**config.mk**
```make
export PLATFORM = sky130hd
export DESIGN_NAME = por_exec
export DESIGN_NICKNAME = d
export VERILOG_FILES = /design/src/hw/rtl/page_owner_refcount_table_core_assert.svh /design/src/hw/rtl/por_pkg.sv /design/src/hw/rtl/por_exec.sv
export SDC_FILE = /design/constraint.sdc
export NUM_CORES = 1
export LEC_CHECK = 0
export ABC_AREA = 1
export BUFFER_PORTS_ARGS = -buffer_cell sky130_fd_sc_hd__clkbuf_2
export CAP_MARGIN = 20
export CORE_AREA = 2 2 143 145
export DETAILED_ROUTE_END_ITERATION = 12
export DIE_AREA = 0 0 145 147
export GPL_ROUTABILITY_DRIVEN = 0
export PLACE_DENSITY = 0.71
export SYNTH_ARGS = -nofsm -noshare
export SYNTH_HDL_FRONTEND = slang
export SYNTH_SLANG_ARGS = --single-unit
```
**constraint.sdc**
```tcl
create_clock -name vclk -period 4.55
set_input_delay 0.455 -clock vclk [all_inputs]
set_output_delay 0.455 -clock vclk [all_outputs]
set_load 0.05 [all_outputs]
```
**src/hw/rtl/page_owner_refcount_table_core_assert.svh**
```systemverilog
// Assertion helpers for the page ownership table.
`ifndef PAGE_OWNER_REFCOUNT_TABLE_CORE_ASSERT_SVH
`define PAGE_OWNER_REFCOUNT_TABLE_CORE_ASSERT_SVH

// same-cycle implication
`define POR_ASSERT(label, clk, rst, ante, cons, msg) \
  label: assert property (@(posedge clk) disable iff (rst) (ante) |-> (cons)) \
    else $error(msg);

// next-cycle implication
`define POR_ASSERT_NXT(label, clk, rst, ante, cons, msg) \
  label: assert property (@(posedge clk) disable iff (rst) (ante) |=> (cons)) \
    else $error(msg);

`endif

```
**src/hw/rtl/por_pkg.sv**
```systemverilog
`default_nettype none

package por_pkg;

  localparam int PAGE_COUNT_DEF    = 32768;
  localparam int ACCOUNT_SLOTS_DEF = 64;
  localparam int REF_LIMIT_DEF     = 255;

  localparam int FUNC_W  = 3;
  localparam int INDEX_W = 15;
  localparam int SLOT_W  = 6;
  localparam int GEN_W   = 64;
  localparam int STAT_W  = 2;
  localparam int REFS_W  = 8;
  localparam int COUNT_W = 16;

  localparam logic [FUNC_W-1:0] FN_TRACK           = 3'd0;
  localparam logic [FUNC_W-1:0] FN_RETAIN          = 3'd1;
  localparam logic [FUNC_W-1:0] FN_QUERY           = 3'd2;
  localparam logic [FUNC_W-1:0] FN_RELEASE         = 3'd3;
  localparam logic [FUNC_W-1:0] FN_CHECKED_RELEASE = 3'd4;

  localparam logic [STAT_W-1:0] STAT_OK     = 2'd0;
  localparam logic [STAT_W-1:0] STAT_REJECT = 2'd1;
  localparam logic [STAT_W-1:0] STAT_FAULT  = 2'd2;

  typedef struct packed {
    logic [FUNC_W-1:0]  func;
    logic [INDEX_W-1:0] page_index;
    logic [SLOT_W-1:0]  account_slot;
    logic [GEN_W-1:0]   account_generation;
    logic               pool_class;
  } req_t;

  typedef struct packed {
    logic [STAT_W-1:0] status;
    logic              exclusive;
    logic              freed;
    logic              freed_class;
    logic [SLOT_W-1:0] released_slot;
    logic [GEN_W-1:0]  released_generation;
    logic              account_emptied;
  } rsp_t;

  // tracked implies refs != 0 and owner is a valid slot
  typedef struct packed {
    logic              tracked;
    logic              cls;
    logic [SLOT_W-1:0] owner;
    logic [REFS_W-1:0] refs;
  } page_entry_t;

  typedef struct packed {
    logic [GEN_W-1:0]   gen;
    logic [COUNT_W-1:0] cnt;
  } slot_entry_t;

  typedef struct packed {
    logic              need_owner;
    logic              page_we;
    page_entry_t       page_wdata;
    logic              slot_we;
    logic [SLOT_W-1:0] slot_waddr;
    slot_entry_t       slot_wdata;
    rsp_t              result;
  } cmd_t;

endpackage

`default_nettype wire

```
**src/hw/rtl/por_exec.sv**
```systemverilog
`default_nettype none

module por_exec #(
  parameter int PAGE_COUNT    = por_pkg::PAGE_COUNT_DEF,
  parameter int ACCOUNT_SLOTS = por_pkg::ACCOUNT_SLOTS_DEF,
  parameter int REF_LIMIT     = por_pkg::REF_LIMIT_DEF
) (
  input  por_pkg::req_t        req,
  input  por_pkg::page_entry_t pe,
  input  por_pkg::slot_entry_t se,
  output por_pkg::cmd_t        cmd
);
  import por_pkg::*;

  logic idx_oor;
  logic slot_oor;
  logic match;
  logic [COUNT_W-1:0] cnt_dec;

  assign idx_oor  = 32'(req.page_index) >= 32'(PAGE_COUNT);
  assign slot_oor = 32'(req.account_slot) >= 32'(ACCOUNT_SLOTS);
  assign match    = pe.tracked && (pe.owner == req.account_slot) &&
                    (se.gen == req.account_generation) && (pe.cls == req.pool_class);
  assign cnt_dec  = se.cnt - 1'b1;

  always_comb begin
    cmd = '0;
    cmd.result.status = STAT_OK;
    cmd.need_owner = !idx_oor && (req.func == FN_RELEASE) && pe.tracked &&
                     (pe.refs == 8'd1);
    if (idx_oor) begin
      cmd.result.status = STAT_FAULT;
    end else begin
      case (req.func)
        FN_TRACK: begin
          if (slot_oor || (req.account_generation == '0) || pe.tracked ||
              (pe.refs != '0) || (se.cnt == '1) ||
              ((se.cnt != '0) && (se.gen != req.account_generation))) begin
            cmd.result.status = STAT_FAULT;
          end else begin
            cmd.slot_we          = 1'b1;
            cmd.slot_waddr       = req.account_slot;
            cmd.slot_wdata.gen   = (se.cnt == '0) ? req.account_generation : se.gen;
            cmd.slot_wdata.cnt   = se.cnt + 1'b1;
            cmd.page_we          = 1'b1;
            cmd.page_wdata       = '{tracked: 1'b1, cls: req.pool_class,
                                     owner: req.account_slot, refs: 8'd1};
          end
        end
        FN_RETAIN: begin
          if (!pe.tracked || (pe.refs == '0) || (pe.refs >= 8'(REF_LIMIT))) begin
            cmd.result.status = STAT_REJECT;
          end else begin
            cmd.page_we         = 1'b1;
            cmd.page_wdata      = pe;
            cmd.page_wdata.refs = pe.refs + 1'b1;
          end
        end
        FN_QUERY: begin
          cmd.result.exclusive = pe.tracked && (pe.refs == 8'd1) && match;
        end
        FN_RELEASE, FN_CHECKED_RELEASE: begin
          if (!pe.tracked || (pe.refs == '0)) begin
            cmd.result.status = STAT_REJECT;
          end else if ((req.func == FN_CHECKED_RELEASE) && !match) begin
            cmd.result.status = STAT_REJECT;
          end else if (pe.refs > 8'd1) begin
            cmd.page_we         = 1'b1;
            cmd.page_wdata      = pe;
            cmd.page_wdata.refs = pe.refs - 1'b1;
          end else if ((se.gen == '0) || (se.cnt == '0)) begin
            // se holds the owner's slot entry here
            cmd.result.status = STAT_FAULT;
          end else begin
            cmd.result.freed               = 1'b1;
            cmd.result.freed_class         = pe.cls;
            cmd.result.released_slot       = pe.owner;
            cmd.result.released_generation = se.gen;
            cmd.result.account_emptied     = (cnt_dec == '0);
            cmd.page_we                    = 1'b1;
            cmd.page_wdata                 = '0;
            cmd.slot_we                    = 1'b1;
            cmd.slot_waddr                 = pe.owner;
            cmd.slot_wdata.gen             = (cnt_dec == '0) ? '0 : se.gen;
            cmd.slot_wdata.cnt             = cnt_dec;
          end
        end
        default: begin
          cmd.result.status = STAT_FAULT;
        end
      endcase
    end
  end

endmodule

`default_nettype wire

```
==> out/results.ini, run 1 <==
[detailed_routing]
drt_wl_total_um = 24900
wl_per_cell_um = 13.4
drcViolationCount = 0
drt_pass1_iterations = 7
vias = 9018
drt-vias-per-instance = 4.83
drtIter0Drc = 449
ant_nets = 0

[timing]
maxSlewHeadroom_pct = 36.0
rsz0062_at_grt = no
period_share_pct = 82.2
tns_ns = 0
drv_slew = 0
worstMarginPinSlew_ns = 0.961
finalHoldViolCount = 0
setup_viol_count_final = 0
max_freq_ghz = 0.267
period_minus_slack_ns = 3.74

[cells_and_area]
seq_cells = 0
nets = 1789
seqCellArea_sq_um = 0
nClkBuffers = 0
diodes = 0
syn2layout_area_growth_pct = 32.3
nFillCells = 2257
final_layout_size_suffix_gt1_share_pct = 24.4
finalNonFillerCells = 1866
fin_util_pct = 40.3

[synth]
synthAdderAreaFrac_pct = 1.24
synth_compound_area_share_pct = 17.2
avgSynthCellArea_sq_um = 4.68
yosysSeqAreaShare_pct = 0
synth_top_area_share_pct = 21.2
synth_fp_nets = 1482
synth_top_family_by_area = simple AND/OR/NAND/NOR gates
synth-simple-area-share_pct = 50.8
ys_types = 36
synth.largest_area_cell = nand2_1
syn_inst = 1291
synth_area_leaders = nand2_1 (21%), inv_1 (19%), nor2_1 (12%)
syn_area_sq_um = 6040
synth_common_cells = nand2_1 (341), inv_1 (309), nor2_1 (187)
synth_xor_area_share_pct = 5.07
yosys_warnings = 0
synthMuxAreaShare_pct = 0
yosysMostFrequentCell = nand2_1

[die]
core_sq_um = 19800
rows = 52
die_w_um = 145
start_util_pct = 30.5
io-pin-count = 366
die_y_um = 147
die_area_sq_um = 21300

[clocking]
cts_hold_buf = 0
ctsResizeCount = 0
post_cts_buffers = 0

[run_status]
status = complete, no violations

[placed_design]
hpwl_um = 20500
port_buffers = 351
dp_cells = 1866

[power_and_ir_drop]
switchingPower_uw = 287
power_density_nw_per_um2 = 54.2
p_int_uw = 146
p_comb_share_pct = 100.0
ir_drop_uv = 42.7
swShare_pct = 66.3
finalPower_uw = 433
power_leakage_uw = 0.00558
clockPowerShare_pct = 0
p_seq_share_pct = 0

[min_path]
whs_path_depth = 3
min_path_type = in2out
hold_start = req[86]
min_to = cmd[73]

[grt]
grt_pass1_wl_um = 39200
grtUsageTotal_pct = 21.7
grt_max_degree = 79
antenna_found_initial = 0
grt_pass1_vias = 8109
overflow = 0

[setup_path]
crit_slowest_cell = nor2_8
cp_top_family = simple AND/OR/NAND/NOR gates
critPathMaxStageDelay_ns = 0.69
cp_max_fo = 58
cp.arrival_ns = 3.28
start_kind = input pin
critPathBufInv = 5
worstPathRequired_ns = 4.09
cp-end-kind = output port
cp_cell_sequence = clkbuf_2 -> inv_1 -> ha_1 -> inv_1 -> nor2_2 -> nand2_2 -> nor2_2 -> xor2_1 -> nand4_2 -> nor2_8 -> buf_4 -> o21bai_1 -> clkbuf_2
criticalPathCategory = in2out

[run]
cap_violations = 0

-- stage by stage --
| step | setup slack [ns] | cell area [sq um] | hold WS (ns) |
|---|---|---|---|
| detailed placement | 0.838 | 8000 | 1.34 |
| CTS | 0.819 | 8000 | 1.34 |
| floorplan | 1.33 | 6040 | 1.08 |
| global route | 0.519 | 8000 | 1.37 |
| global placement | 0.889 | 8000 | 1.34 |
| finish | 0.810 | 8000 | 1.35 |
-- worst min-delay path, stage by stage --
cell and delay, ns:
clkbuf_2 0.12, nor4_1 0.08, clkbuf_2 0.24
-- layout make-up --
| class | instances | area (sq um) | area share [%] |
|---|---|---|---|
| tap | 270 | 338 | 4.23 |
| multi-input combinational | 917 | 4530 | 56.7 |
| timing repair buffer | 361 | 1930 | 24.2 |
| inverter | 318 | 1190 | 14.9 |
-- routing by layer --
layer	vias up	GRT usage (%)	share of wire, %
li1	4595	-	-
met1	3978	26.1	41
met4	0	6.29	2.2
met3	38	4.47	8.4
met5	-	0	0
met2	407	39.2	48
-- worst max path at each step --
stage               startpoint        to  slack (ns)  depth (start not counted)
global route            se[62]  cmd[165]        0.52                         17
finish                   se[0]   cmd[94]        0.81                         13
floorplan                pe[0]  cmd[158]        1.33                         11
detailed placement       se[0]  cmd[103]        0.84                         13
global placement         se[0]  cmd[103]        0.89                         13
CTS                      se[0]  cmd[103]        0.82                         13
-- cells by family after synthesis --
kind of cell	count (synthesis)
and+or+nand+nor	705
buffers and inverters	374
AOI/OAI and AO/OA	171
adders and majority gates	6
xor gates and xnor gates	35
-- placed cells by master, fill, tap and decap left out, types with 2 or more instances in the layout --
master / count
buf_12: 7
nor3_1: 11
nor2_2: 6
nor2_4: 3
ha_1: 6
inv_1: 309
nand4_1: 106
inv_2: 9
xor2_1: 34
a21oi_1: 7
nand2_1: 340
o21bai_1: 64
o21ai_1: 9
o22ai_1: 11
clkbuf_2: 345
nand3_1: 40
nor2_1: 185
o21ai_0: 76
nand3b_1: 3
buf_4: 9
nand2_2: 2
-- power by group through the flow --
stage	Sequential (uW)	Combinational (uW)	Clock (uW)
after CTS	0	430	0
final	0	433	0
after detailed placement	0	427	0
after floorplan	0	250	0
after global routing	0	485	0
after global placement	0	419	0
(Power assumes the default switching activity.)
==> run 2: changes to the inputs <==
--- a/config.mk
+++ b/config.mk
@@ -5,14 +5,14 @@
 export SDC_FILE = /design/constraint.sdc
 export NUM_CORES = 1
 export LEC_CHECK = 0
-export ABC_AREA = 1
+export ABC_AREA = 0
 export BUFFER_PORTS_ARGS = -buffer_cell sky130_fd_sc_hd__clkbuf_2
 export CAP_MARGIN = 20
-export CORE_AREA = 2 2 143 145
+export CORE_AREA = 2 2 144 146
 export DETAILED_ROUTE_END_ITERATION = 12
-export DIE_AREA = 0 0 145 147
+export DIE_AREA = 0 0 146 148
 export GPL_ROUTABILITY_DRIVEN = 0
-export PLACE_DENSITY = 0.71
+export PLACE_DENSITY = 0.6
 export SYNTH_ARGS = -nofsm -noshare
 export SYNTH_HDL_FRONTEND = slang
 export SYNTH_SLANG_ARGS = --single-unit
==> constraint.sdc (replaced) <==
create_clock -name vclk -period 3.18
set_input_delay 0.318 -clock vclk [all_inputs]
set_output_delay 0.318 -clock vclk [all_outputs]
set_load 0.05 [all_outputs]
==> run 2 against run 1 <==
Against the previous run:
- largest cell class is now non-clock buffers
- highest routed layer unchanged
- synthesized area decreased by 37%
- final cell count decreased by 28%
- the flow now finishes with violations (negative setup slack)
- synthesized cell count is 57% lower
- sequential cell count unchanged
==> out/results.ini, run 2 <==
[run_status]
status = finished with violations
violations = negative setup slack

[setup_path]
worstPathRequired_ns = 2.86
start_kind = input pin
critPathMostFrequentCell = buf_4
criticalPathCategory = in2out
critPathMaxStageDelay_ns = 0.50
cp_cell_sequence = clkbuf_2 -> buf_4 -> nor4_1 -> nand4_1 -> nor4_2 -> buf_4 -> nor3_2 -> nand2_1 -> or2_4 -> clkinv_8 -> clkbuf_16 -> a22o_1 -> mux2_4 -> buf_12
cp.arrival_ns = 3.05
cp-end-kind = output port
crit_slowest_cell = nor4_1
cp_max_fo = 5

[detailed_routing]
drtIter0Drc = 302
drt-vias-per-instance = 5.24
drt_wl_total_um = 29500
wl_per_cell_um = 21.8
drt_pass1_iterations = 5
vias = 7080
drcViolationCount = 0
ant_nets = 0

[timing]
max_freq_ghz = 0.297
period_share_pct = 106
rsz0062_at_grt = yes
finalHoldViolCount = 0
period_minus_slack_ns = 3.37
timing.hold.ws_ns = 1.04
setup_ws_ns = -0.189
maxSlewHeadroom_pct = 63.7
setup_viol_count_final = 146
drv_slew = 0
worstMarginPinSlew_ns = 0.539

[grt]
grt_pass1_wl_um = 39500
use_met1_pct = 24.7
overflow = 0
antenna_found_initial = 4
grtUsageTotal_pct = 23.1
met2_usage_pct = 45.6
grt-busiest-layer = met2
use_met3_pct = 2.56
grt_max_degree = 43
grt_pass1_vias = 6919

[synth]
syn_area_sq_um = 3810
yosys_warnings = 0
avgSynthCellArea_sq_um = 6.88
synth_area_leaders = a22o_1 (17%), xor2_1 (15%), and2_1 (12%)
yosysMostFrequentCell = and2_1
ys_types = 60
synth.largest_area_cell = a22o_1
yosysSeqAreaShare_pct = 0
syn_inst = 554
synth_fp_nets = 745
synth_top_area_share_pct = 16.8
synth_common_cells = and2_1 (74), a22o_1 (73), xor2_1 (67)

[power_and_ir_drop]
power_density_nw_per_um2 = 74.7
power_leakage_uw = 0.00496
p_seq_share_pct = 0
switchingPower_uw = 444
p_int_uw = 351
finalPower_uw = 794
p_comb_share_pct = 100.0
swShare_pct = 55.8
clockPowerShare_pct = 0
ir_drop_uv = 54.7

[placed_design]
hpwl_um = 21700
port_buffers = 351
placed_cell_area_sq_um = 8250
dp_cells = 1316

[cells_and_area]
layout_commonest_cell = buf_4
nClkBuffers = 0
seqCellArea_sq_um = 0
finalNonFillerCells = 1351
final_layout_size_suffix_gt1_share_pct = 67.9
nets = 1270
fin_util_pct = 53.1
mostFrequentLayoutCells = buf_4 (172), clkbuf_2 (169), buf_8 (89), buf_12 (82), and2_4 (70)
seq_cells = 0
fin_area_sq_um = 10600
syn2layout_area_growth_pct = 179

[die]
die_area_sq_um = 21600
die_y_um = 148
core_sq_um = 20000
io-pin-count = 366
die_w_um = 146
rows = 52
start_util_pct = 19.0

[min_path]
hold_start = req[69]
whs_path_depth = 3
min_to = cmd[160]
min_path_type = in2out

[clocking]
cts_hold_buf = 0

[run]
cap_violations = 0

-- run 2: cell count changes after synthesis, moves of 33 or more --
cell,previous run,this run
inv_1,309,11
nand2_1,341,32
o21bai_1,64,0
xor2_1,34,67
o21ai_0,76,9
and2_1,0,74
nor2_1,187,27
nand4_1,106,21
nor4_1,1,53
a22o_1,0,73
-- run 2: cell families after synthesis --
family                   share of synthesized area [%]
AO/OA/AOI/OAI                                     32.6
XOR/XNOR                                          18.1
adder cells (fa/ha/maj)                           1.97
buffers and inverters                             7.71
multiplexers                                     0.853
AND/OR/NAND/NOR                                   38.8
-- run 2: worst max-delay path, delay by kind of cell --
kind                   cells  cell delay [ns]
AO/OA/AOI/OAI              1             0.20
buffers and inverters      6             0.87
AND/OR/NAND/NOR            6             1.37
multiplexers               1             0.27
-- run 2: power groups by stage --
stage / Clock, uW / Combinational [uW] / Sequential, uW
finish: 0.000169 / 794 / 0
global route: 0.000168 / 833 / 0
CTS: 0 / 746 / 0
detailed placement: 0 / 692 / 0
global placement: 0 / 686 / 0
floorplan: 0 / 238 / 0
-- run 2: final cells by class --
type                            count  area [sq um]
Antenna cell                        4          10.0
Fill cell                        1678          9400
Inverter                           13          61.3
Multi-Input combinational cell    501          4420
Tap cell                          270           338
Timing Repair Buffer              563          5810
-- run 2: metal layers --
| layer | up-vias | wire length (um) |
|---|---|---|
| li1 | 3183 | - |
| met1 | 3400 | 10600 |
| met2 | 407 | 15500 |
| met3 | 90 | 1750 |
| met4 | 0 | 1640 |
| met5 | - | 0 |
-- run 2: what timing repair did --
action / 4_1_cts / 5_1_grt
gates resized for setup: 260 / 251
gates cloned: 2 / 9
pin swaps: 13 / 53
endpoints found under the setup margin: 177 / 176
setup buffers: 9 / 12
hold endpoints to repair: 0 / 0
-- run 2: how the worst max path moves through the flow --
stage	startpoint	end	slack (ns)	cells after the start
3_5_place_dp	req[29]	cmd[86]	-0.38	14
3_3_place_gp	req[29]	cmd[175]	-0.35	12
5_1_grt	se[17]	cmd[88]	-0.44	14
2_1_floorplan	se[0]	cmd[79]	0.01	10
6_report	se[17]	cmd[88]	-0.19	14
4_1_cts	req[28]	cmd[79]	-0.18	14
-- run 2: through the flow --
step / setup WS (ns) / TNS, ns
after CTS: -0.177 / -12.72
after global placement: -0.345 / -36.21
final: -0.189 / -14.93
after floorplan: 0.0111 / 0
after detailed placement: -0.384 / -38.51
after global routing: -0.435 / -49.00
